--- src/design/stl_pkg.sv ---
// Shared types and constants for the shell token lexer.
// No dependencies; imported by every lexer module.
package stl_pkg;

  localparam int unsigned OUTQ_DEPTH = 4;

  localparam logic [7:0] CH_PIPE  = 8'h7C;  // '|'
  localparam logic [7:0] CH_GT    = 8'h3E;  // '>'
  localparam logic [7:0] CH_LT    = 8'h3C;  // '<'
  localparam logic [7:0] CH_AMP   = 8'h26;  // '&'
  localparam logic [7:0] CH_SQUOT = 8'h27;  // single quote
  localparam logic [7:0] CH_DQUOT = 8'h22;  // double quote
  localparam logic [7:0] CH_NUL   = 8'h00;
  localparam logic [7:0] CH_SPACE = 8'h20;
  localparam logic [7:0] CH_TAB   = 8'h09;
  localparam logic [7:0] CH_CR    = 8'h0D;

  localparam logic [2:0] K_WORD   = 3'd0;
  localparam logic [2:0] K_PIPE   = 3'd1;
  localparam logic [2:0] K_RIN    = 3'd2;
  localparam logic [2:0] K_ROUT   = 3'd3;
  localparam logic [2:0] K_APPEND = 3'd4;
  localparam logic [2:0] K_AND    = 3'd5;
  localparam logic [2:0] K_BG     = 3'd6;
  localparam logic [2:0] K_EOF    = 3'd7;

  typedef struct packed {
    logic [2:0] token_kind;
    logic [7:0] word_byte;
    logic       byte_valid;
    logic       word_first;
    logic       word_last;
    logic       run_last;
  } res_t;

  // Results of one byte, handed from the lexer core to the result queue.
  typedef struct packed {
    logic       en;
    logic [1:0] cnt;
    res_t       r0;
    res_t       r1;
  } push_t;

  function automatic res_t mk_res(logic [2:0] kind, logic [7:0] byte_v,
                                  logic valid, logic first, logic last);
    res_t r;
    r.token_kind = kind;
    r.word_byte  = byte_v;
    r.byte_valid = valid;
    r.word_first = first;
    r.word_last  = last;
    r.run_last   = 1'b0;
    return r;
  endfunction

endpackage

--- src/design/stl_core.sv ---
// Lexer core: input register, lexer state and the per-byte step logic.
// Depends on stl_pkg; feeds stl_outq.
module stl_core (
  input  logic          clk,
  input  logic          rst_n,
  input  logic          in_valid,
  output logic          in_stall,
  input  logic [7:0]    in_char_in,
  input  logic          space_ok,
  output stl_pkg::push_t push
);
  import stl_pkg::*;

  typedef enum logic [1:0] {
    M_IDLE = 2'd0,
    M_WORD = 2'd1,
    M_OP   = 2'd2
  } mode_t;

  logic       s1_valid_r;
  logic [7:0] s1_byte_r;
  logic       adv;

  mode_t      mode_r, mode_nxt;
  logic       qopen_r, qopen_nxt;
  logic [7:0] qchar_r, qchar_nxt;
  logic       strip_r, strip_nxt;
  logic [7:0] held_r, held_nxt;
  logic [1:0] wlc_r, wlc_nxt;
  logic       started_r, started_nxt;
  logic [7:0] prior_r, prior_nxt;

  logic [7:0] c;
  logic       c_blank, c_quote, c_op;
  logic       do_idle;
  logic [1:0] cnt;
  res_t       res [2];

  assign adv      = s1_valid_r && space_ok;
  assign in_stall = s1_valid_r && !adv;

  assign c       = s1_byte_r;
  assign c_blank = (c == CH_SPACE) || (c >= CH_TAB && c <= CH_CR);
  assign c_quote = (c == CH_SQUOT) || (c == CH_DQUOT);
  assign c_op    = (c == CH_PIPE) || (c == CH_LT) || (c == CH_GT) || (c == CH_AMP);

  always_comb begin
    mode_nxt    = mode_r;
    qopen_nxt   = qopen_r;
    qchar_nxt   = qchar_r;
    strip_nxt   = strip_r;
    held_nxt    = held_r;
    wlc_nxt     = wlc_r;
    started_nxt = started_r;
    prior_nxt   = prior_r;
    cnt         = 2'd0;
    res[0]      = '0;
    res[1]      = '0;
    do_idle     = 1'b0;

    unique case (mode_r)
      M_WORD: begin
        if (c == CH_NUL || (!qopen_r && (c_blank || c_op))) begin
          // word ends: flush the delayed byte with the last mark
          if (!strip_r) begin
            res[cnt[0]] = mk_res(K_WORD, held_r, 1'b1, !started_r, 1'b1);
          end else if (wlc_r == 2'd1) begin
            res[cnt[0]] = mk_res(K_WORD, held_r, 1'b1, 1'b1, 1'b1);
          end else if (wlc_r == 2'd2) begin
            res[cnt[0]] = mk_res(K_WORD, CH_NUL, 1'b0, 1'b1, 1'b1);
          end else begin
            res[cnt[0]] = mk_res(K_WORD, prior_r, 1'b1, !started_r, 1'b1);
          end
          cnt         = cnt + 2'd1;
          mode_nxt    = M_IDLE;
          qopen_nxt   = 1'b0;
          qchar_nxt   = '0;
          strip_nxt   = 1'b0;
          held_nxt    = '0;
          prior_nxt   = '0;
          wlc_nxt     = 2'd0;
          started_nxt = 1'b0;
          do_idle     = 1'b1;
        end else begin
          if (!qopen_r) begin
            if (c_quote) begin
              qopen_nxt = 1'b1;
              qchar_nxt = c;
            end
          end else if (c == qchar_r) begin
            qopen_nxt = 1'b0;
          end
          if (!strip_r) begin
            res[cnt[0]] = mk_res(K_WORD, held_r, 1'b1, !started_r, 1'b0);
            cnt         = cnt + 2'd1;
            started_nxt = 1'b1;
            held_nxt    = c;
          end else if (wlc_r == 2'd1) begin
            held_nxt = c;
          end else if (wlc_r == 2'd2) begin
            prior_nxt = held_r;
            held_nxt  = c;
          end else begin
            res[cnt[0]] = mk_res(K_WORD, prior_r, 1'b1, !started_r, 1'b0);
            cnt         = cnt + 2'd1;
            started_nxt = 1'b1;
            prior_nxt   = held_r;
            held_nxt    = c;
          end
          if (wlc_r != 2'd3) wlc_nxt = wlc_r + 2'd1;
        end
      end
      M_OP: begin
        mode_nxt = M_IDLE;
        held_nxt = '0;
        if (c == held_r) begin
          res[cnt[0]] = mk_res((held_r == CH_GT) ? K_APPEND : K_AND,
                               CH_NUL, 1'b0, 1'b0, 1'b0);
        end else begin
          res[cnt[0]] = mk_res((held_r == CH_GT) ? K_ROUT : K_BG,
                               CH_NUL, 1'b0, 1'b0, 1'b0);
          do_idle = 1'b1;
        end
        cnt = cnt + 2'd1;
      end
      default: begin
        mode_nxt = M_IDLE;
        do_idle  = 1'b1;
      end
    endcase

    if (do_idle) begin
      if (c == CH_NUL) begin
        res[cnt[0]] = mk_res(K_EOF, CH_NUL, 1'b0, 1'b0, 1'b0);
        cnt         = cnt + 2'd1;
        mode_nxt    = M_IDLE;
        qopen_nxt   = 1'b0;
        qchar_nxt   = '0;
        strip_nxt   = 1'b0;
        held_nxt    = '0;
        wlc_nxt     = 2'd0;
        started_nxt = 1'b0;
        prior_nxt   = '0;
      end else if (c_blank) begin
        mode_nxt = M_IDLE;
      end else if (c == CH_PIPE) begin
        res[cnt[0]] = mk_res(K_PIPE, CH_NUL, 1'b0, 1'b0, 1'b0);
        cnt         = cnt + 2'd1;
        mode_nxt    = M_IDLE;
      end else if (c == CH_LT) begin
        res[cnt[0]] = mk_res(K_RIN, CH_NUL, 1'b0, 1'b0, 1'b0);
        cnt         = cnt + 2'd1;
        mode_nxt    = M_IDLE;
      end else if (c == CH_GT || c == CH_AMP) begin
        mode_nxt = M_OP;
        held_nxt = c;
      end else begin
        mode_nxt    = M_WORD;
        strip_nxt   = c_quote;
        qopen_nxt   = c_quote;
        qchar_nxt   = c_quote ? c : CH_NUL;
        held_nxt    = c;
        prior_nxt   = '0;
        wlc_nxt     = 2'd1;
        started_nxt = 1'b0;
      end
    end

    if (cnt == 2'd1) res[0].run_last = 1'b1;
    if (cnt == 2'd2) res[1].run_last = 1'b1;
  end

  assign push.en  = adv;
  assign push.cnt = cnt;
  assign push.r0  = res[0];
  assign push.r1  = res[1];

  always_ff @(posedge clk) begin
    if (!rst_n) begin
      s1_valid_r <= 1'b0;
    end else if (!in_stall) begin
      s1_valid_r <= in_valid;
    end
    if (in_valid && !in_stall) s1_byte_r <= in_char_in;
  end

  always_ff @(posedge clk) begin
    if (!rst_n) begin
      mode_r    <= M_IDLE;
      qopen_r   <= 1'b0;
      qchar_r   <= '0;
      strip_r   <= 1'b0;
      held_r    <= '0;
      wlc_r     <= 2'd0;
      started_r <= 1'b0;
      prior_r   <= '0;
    end else if (adv) begin
      mode_r    <= mode_nxt;
      qopen_r   <= qopen_nxt;
      qchar_r   <= qchar_nxt;
      strip_r   <= strip_nxt;
      held_r    <= held_nxt;
      wlc_r     <= wlc_nxt;
      started_r <= started_nxt;
      prior_r   <= prior_nxt;
    end
  end

  a_op_held: assert property (@(posedge clk) disable iff (!rst_n)
    (mode_r == M_OP) |-> (held_r == CH_GT || held_r == CH_AMP))
    else $error("pending operator byte is not > or &");

  a_quote_in_word: assert property (@(posedge clk) disable iff (!rst_n)
    qopen_r |-> (mode_r == M_WORD))
    else $error("quote open outside a word");

  a_strip_len: assert property (@(posedge clk) disable iff (!rst_n)
    (mode_r == M_WORD) |-> (wlc_r != 2'd0))
    else $error("word active with zero length class");

endmodule

--- src/design/stl_outq.sv ---
// Result queue: small flip-flop FIFO taking up to two results per cycle.
// Depends on stl_pkg; fed by stl_core.
module stl_outq #(
  parameter int unsigned DEPTH = stl_pkg::OUTQ_DEPTH
) (
  input  logic          clk,
  input  logic          rst_n,
  input  stl_pkg::push_t push,
  output logic          space_ok,
  output logic          out_valid,
  input  logic          out_stall,
  output stl_pkg::res_t  head
);
  import stl_pkg::*;

  localparam int unsigned PW = (DEPTH > 1) ? $clog2(DEPTH) : 1;
  localparam int unsigned CW = $clog2(DEPTH + 1);
  localparam logic [PW-1:0] LAST_IDX = PW'(DEPTH - 1);

  res_t          mem_r [DEPTH];
  logic [PW-1:0] wr_r, rd_r, wr1;
  logic [CW-1:0] count_r;
  logic          pop;
  logic [CW-1:0] n_push;

  function automatic logic [PW-1:0] inc(logic [PW-1:0] p);
    return (p == LAST_IDX) ? '0 : p + PW'(1);
  endfunction

  assign wr1       = inc(wr_r);
  assign out_valid = (count_r != '0);
  assign pop       = out_valid && !out_stall;
  assign space_ok  = (count_r <= CW'(DEPTH - 2));
  assign head      = mem_r[rd_r];
  assign n_push    = push.en ? CW'(push.cnt) : '0;

  always_ff @(posedge clk) begin
    if (!rst_n) begin
      wr_r    <= '0;
      rd_r    <= '0;
      count_r <= '0;
    end else begin
      if (push.en && push.cnt == 2'd1) wr_r <= wr1;
      if (push.en && push.cnt == 2'd2) wr_r <= inc(wr1);
      if (pop) rd_r <= inc(rd_r);
      count_r <= count_r + n_push - (pop ? CW'(1) : '0);
    end
    if (push.en && push.cnt != 2'd0) mem_r[wr_r] <= push.r0;
    if (push.en && push.cnt == 2'd2) mem_r[wr1] <= push.r1;
  end

  a_no_overflow: assert property (@(posedge clk) disable iff (!rst_n)
    (push.en && push.cnt != 2'd0) |-> (count_r <= CW'(DEPTH - 2)))
    else $error("result queue written without room");

  a_count_bound: assert property (@(posedge clk) disable iff (!rst_n)
    count_r <= CW'(DEPTH))
    else $error("result queue count out of range");

endmodule

--- src/design/shell_token_lexer.sv ---
// Shell command-line token lexer, top level.
// Depends on stl_pkg, stl_core and stl_outq.
//
// One command-line byte is taken per transfer on the in_ channel and turned
// into zero, one or two token results on the out_ channel. A zero byte closes
// any open word, gives an EOF result and returns the lexer to its reset
// state. Blanks separate tokens; '|' and '<' give pipe and input redirect;
// '>' and '&' wait one byte to pair into append or and, else give output
// redirect or background. Word bytes come out one per result, one byte behind
// the input (two for quote-stripped words) so that word_last is exact;
// run_last marks the last result caused by a given input byte. Rate: one byte
// per cycle while the consumer keeps up; a byte is registered, stepped through
// the lexer logic when the queue has room and its results land in a small
// result queue (OUTQ_DEPTH entries). The byte step waits while the queue holds
// more than OUTQ_DEPTH-2 results, so bytes that cause two results, or a
// stalled consumer, slow input to the rate results are drained (one per
// cycle). Results are registered in the queue and read from its head.
module shell_token_lexer #(
  parameter int unsigned OUTQ_DEPTH = stl_pkg::OUTQ_DEPTH
) (
  input  logic       clk,
  input  logic       rst_n,
  input  logic       in_valid,
  output logic       in_stall,
  input  logic [7:0] in_char_in,
  output logic       out_valid,
  input  logic       out_stall,
  output logic [2:0] out_token_kind,
  output logic [7:0] out_word_byte,
  output logic       out_byte_valid,
  output logic       out_word_first,
  output logic       out_word_last,
  output logic       out_run_last
);
  import stl_pkg::*;

  push_t push;      // results of the byte stepped this cycle
  logic  space_ok;  // queue can take two more results
  res_t  head;      // oldest queued result

  stl_core u_core (
    .clk        (clk),
    .rst_n      (rst_n),
    .in_valid   (in_valid),
    .in_stall   (in_stall),
    .in_char_in (in_char_in),
    .space_ok   (space_ok),
    .push       (push)
  );

  stl_outq #(
    .DEPTH (OUTQ_DEPTH)
  ) u_outq (
    .clk       (clk),
    .rst_n     (rst_n),
    .push      (push),
    .space_ok  (space_ok),
    .out_valid (out_valid),
    .out_stall (out_stall),
    .head      (head)
  );

  // Result fields straight off the queue head.
  assign out_token_kind = head.token_kind;
  assign out_word_byte  = head.word_byte;
  assign out_byte_valid = head.byte_valid;
  assign out_word_first = head.word_first;
  assign out_word_last  = head.word_last;
  assign out_run_last   = head.run_last;

endmodule
--- config.mk ---
export PLATFORM = sky130hd
export DESIGN_NAME = shell_token_lexer
export DESIGN_NICKNAME = d
export VERILOG_FILES = /design/src/design/stl_pkg.sv /design/src/design/stl_core.sv /design/src/design/stl_outq.sv /design/src/design/shell_token_lexer.sv
export SDC_FILE = /design/constraint.sdc
export NUM_CORES = 1
export LEC_CHECK = 0
export ABC_AREA = 1
export BUFFER_PORTS_ARGS = -buffer_cell sky130_fd_sc_hd__buf_2
export CORE_MARGIN = 2
export CORE_UTILIZATION = 40
export CTS_CLUSTER_SIZE = 8
export DETAILED_ROUTE_END_ITERATION = 8
export PLACE_DENSITY = 0.67
export SLEW_MARGIN = 25
export SYNTH_ARGS = -nofsm -noshare
export SYNTH_HDL_FRONTEND = slang
export SYNTH_SLANG_ARGS = --single-unit
--- constraint.sdc ---
create_clock -name clk -period 6.19 [get_ports clk]
set_input_delay 1.238 -clock clk [delete_from_list [all_inputs] [get_ports clk]]
set_output_delay 1.238 -clock clk [all_outputs]
set_load 0.02 [all_outputs]
==> results.py <==
metrics = {
    "floorplan": {
        "die_h_um": 131,
        "initial_core_util_pct": 40.9,
        "dieArea_mm2": 0.0172,
        "ios": 29,
        "rows": 46,
        "coreArea_mm2": 0.0158,
        "dieWidth_um": 131,
    },
    "critical_path": {
        "reg2reg_depth": 15,
        "critPathSlowestCell": "ha_1",
        "cp_cell_sequence": "inv_1 > ha_1 > inv_1 > nor2_1 > nand2_2 > nand2_2 > ha_1 > a21oi_1 > nand2_2 > nand2_4 > nor2_8 > inv_4 > nand2_2 > nand2_1 > nand2_1",
        "cpPeakStageDelay_ps": 590,
        "cp.arrival_ps": 4150,
        "r2r_end": "u_outq.mem_r[1][14]",
        "start_kind": "flop",
        "r2r_slack_ps": 2110,
        "crit_type": "flop to flop",
        "cpMostUsedCell": "nand2_2",
        "reg2reg_from": "u_core.mode_r[1]",
        "crit_fanout": 38,
        "endpoint_kind": "flop",
        "required_ps": 6260,
    },
    "clocking": {
        "cts-hold-fix-buffers": 0,
        "clockBufferDepth": 2,
        "clk_pin_slew_ps": 80,
        "cts_htree_levels": 3,
        "clkLatencyLatePin_ps": 370,
        "cts_buffers": 9,
        "cts_tree": "done",
        "cts-resized-gates": 0,
        "cts-root-buf": "clkbuf_16",
        "cts_sinks": 109,
        "postCtsSetupBuffers": 0,
    },
    "global_routing": {
        "grt_overflow": 0,
        "antenna_found_initial": 0,
        "grt_pass1_wl_mm": 28.5,
        "grt_pass1_vias": 5618,
        "grt_use_met2_pct": 33.0,
        "grt_busiest_layer": "met2",
        "grt_usage_pct": 20.3,
        "grt_max_degree": 39,
        "grt_use_met1_pct": 27.0,
        "grtUsageMet3_pct": 4.63,
    },
    "timing": {
        "finalSetupViolCount": 0,
        "period_needed_ps": 4080,
        "fin_crit_sh_pct": 65.9,
        "finalSetupTns_ps": 0,
        "fmax_mhz": 245,
        "finalHoldViolCount": 0,
        "maxSlewHeadroom_pct": 32.8,
        "worst_pin_slew_ps": 1010,
        "drv_slew": 0,
        "fin_skew_ps": 10.4,
        "rsz0062_at_grt": "no",
    },
    "yosys": {
        "synthArstFlopShare_pct": 0,
        "synth_top_area_cell": "dfxtp_1",
        "syn-instance-count": 932,
        "synth_warnings": 0,
        "ys.flop_type": "dfxtp_1",
        "netlist_area_mm2": 0.00647,
        "synth_top_area_share_pct": 26.3,
        "synth-edff-count": 24,
        "yosysUniqueCellTypes": 43,
        "synth_area_leaders": "dfxtp_1 26%, nand2_1 12%, edfxtp_1 11%",
        "synth-seq-cells": 109,
        "syn_avg_cell_area_um2": 6.94,
        "ys_seq_area_share_pct": 37.5,
        "synth_fp_nets": 963,
    },
    "power_and_ir_drop": {
        "p_switching_mw": 1.08,
        "peakVddDrop_mv": 0.178,
        "p_leak_nw": 3.14,
        "seq_power_share_pct": 38.1,
        "p_int_mw": 1.50,
        "p_total_mw": 2.58,
        "p_comb_share_pct": 39.0,
        "power_density_mw_per_mm2": 372,
        "switching_share_pct": 41.8,
        "pwr-share-clk_pct": 22.9,
    },
    "detailed_routing": {
        "via_per_inst": 5.24,
        "first_iter_violations": 532,
        "num_vias": 6028,
        "wire_per_inst_um": 14.8,
        "detail_route.wirelength_mm": 17.0,
        "drc": 0,
        "antenna_left": 0,
        "drt_pass1_iterations": 5,
    },
    "final_layout": {
        "multi_input_area_mm2": 0.00336,
        "nNetsFinal": 960,
        "fillers": 1652,
        "post-route-util_pct": 43.8,
        "regArea_mm2": 0.00242,
        "layout-drive-gt1-share_pct": 9.31,
        "diodes": 0,
        "syn_to_final_growth_pct": 7.20,
    },
    "hold_path": {
        "hold_path.class": "flop to flop",
        "hold_depth": 2,
        "worstHoldStart": "u_core.qchar_r[7]",
        "hold_path_end": "u_core.qchar_r[7]",
    },
    "place": {
        "portBuffers": 28,
        "gp_congestion": 0.937,
        "hpwl_mm": 11.8,
    },
    "outcome": {
        "status": "completed",
    },
    "job": {
        "cap_violations": 0,
    },
}
==> worst max-delay path, delay by kind of cell (launching register included) <==
kind | cells | cell delay [ps]
fa+ha+maj | 2 | 730
buf+inv | 3 | 310
simple gates | 9 | 2320
compound gates | 1 | 90
flops | 1 | 320
==> layout make-up <==
type                    instances  share of cell area [%]
inverters                     105                    5.72
well taps                     216                    3.90
clock buffers                  10                    3.45
multi-input cells             671                    48.5
flip-flops and latches        109                    34.9
repair buffers                 33                    2.56
clock inverters                 6                   0.938
==> registers in the layout (all words and copies together) (netlist names), named ones only <==
signal / cells
u_core.c: 8
u_core.held_r: 8
u_core.mode_r: 2
u_core.prior_r: 8
u_core.qchar_r: 8
u_core.qopen_r: 1
u_core.s1_valid_r: 1
u_core.started_r: 1
u_core.strip_r: 1
u_core.wlc_r: 2
u_outq.count_r: 3
u_outq.mem_r: 60
u_outq.rd_r: 2
u_outq.wr_r: 2
==> cells by family after synthesis <==
kind of cell,share of synthesized area (%)
AO/OA/AOI/OAI,17.9
XOR/XNOR,0.948
adder cells (fa/ha/maj),3.79
buffers and inverters,10.6
flip-flops,37.5
AND/OR/NAND/NOR,29.4
==> cell usage after synthesis, drive strengths merged (2+ instances only) <==
master / number
edfxtp: 24
nand2: 230
buf: 24
xor2: 4
dfxtp: 85
nand3: 66
nor3: 5
a21oi: 78
o22ai: 21
o221ai: 6
o21ai: 89
inv: 103
a211oi: 3
clkinv: 2
nand4: 12
ha: 18
xnor2: 3
clkbuf: 23
nor2: 118
a31oi: 5
o211ai: 2
a22oi: 4
==> cells in the final DEF (no fill, tap or decap), drive strengths merged <==
cell,n
nor3,5
dfxtp,85
a31oi,5
buf,33
a311oi,1
a211oi,3
nand4,12
nor2,118
a22oi,4
clkbuf,10
nor4,1
o22ai,21
nand2,230
nand3,66
clkinv,5
a31o,1
o211ai,2
o221ai,6
fa,1
edfxtp,24
o2111ai,1
o21ai,89
o211a,1
ha,18
xnor2,3
xor2,4
a21oi,78
nand3b,1
inv,106
==> power groups by stage <==
stage	combinational, mW	clock [mW]	sequential [mW]
after global placement	0.995	0	0.996
after CTS	1.01	0.606	0.982
final	1.01	0.592	0.984
after global routing	1.13	0.634	1.00
after floorplan	0.777	0	0.967
after detailed placement	1.00	0	0.997
==> worst max-delay path by stage <==
stage                                start                  end
after global routing      u_core.mode_r[1]  u_outq.mem_r[1][14]
after global placement    u_core.mode_r[1]  u_outq.mem_r[1][12]
after detailed placement  u_core.mode_r[1]  u_outq.mem_r[1][14]
after CTS                 u_core.mode_r[1]  u_outq.mem_r[1][14]
after floorplan           u_core.mode_r[1]    u_outq.count_r[2]
final                     u_core.mode_r[1]  u_outq.mem_r[1][14]
==> metrics by stage <==
stage / setup slack (ps) / instance area, µm² / hold slack (ps) / std cells
floorplan: 3220 / 6470 / 428 / 932
global placement: 2320 / 6630 / 435 / 1134
detailed placement: 2190 / 6630 / 448 / 1134
CTS: 2170 / 6930 / 458 / 1150
global route: 1690 / 6930 / 480 / 1150
finish: 2110 / 6930 / 456 / 1150
==> routing by layer <==
layer	share of wire, %	wire length (µm)
met2	45	7700
met4	2.0	337
met1	47	8030
met3	5.4	911
met5	0	0
Note: power is estimated with default switching activity, not from simulation.
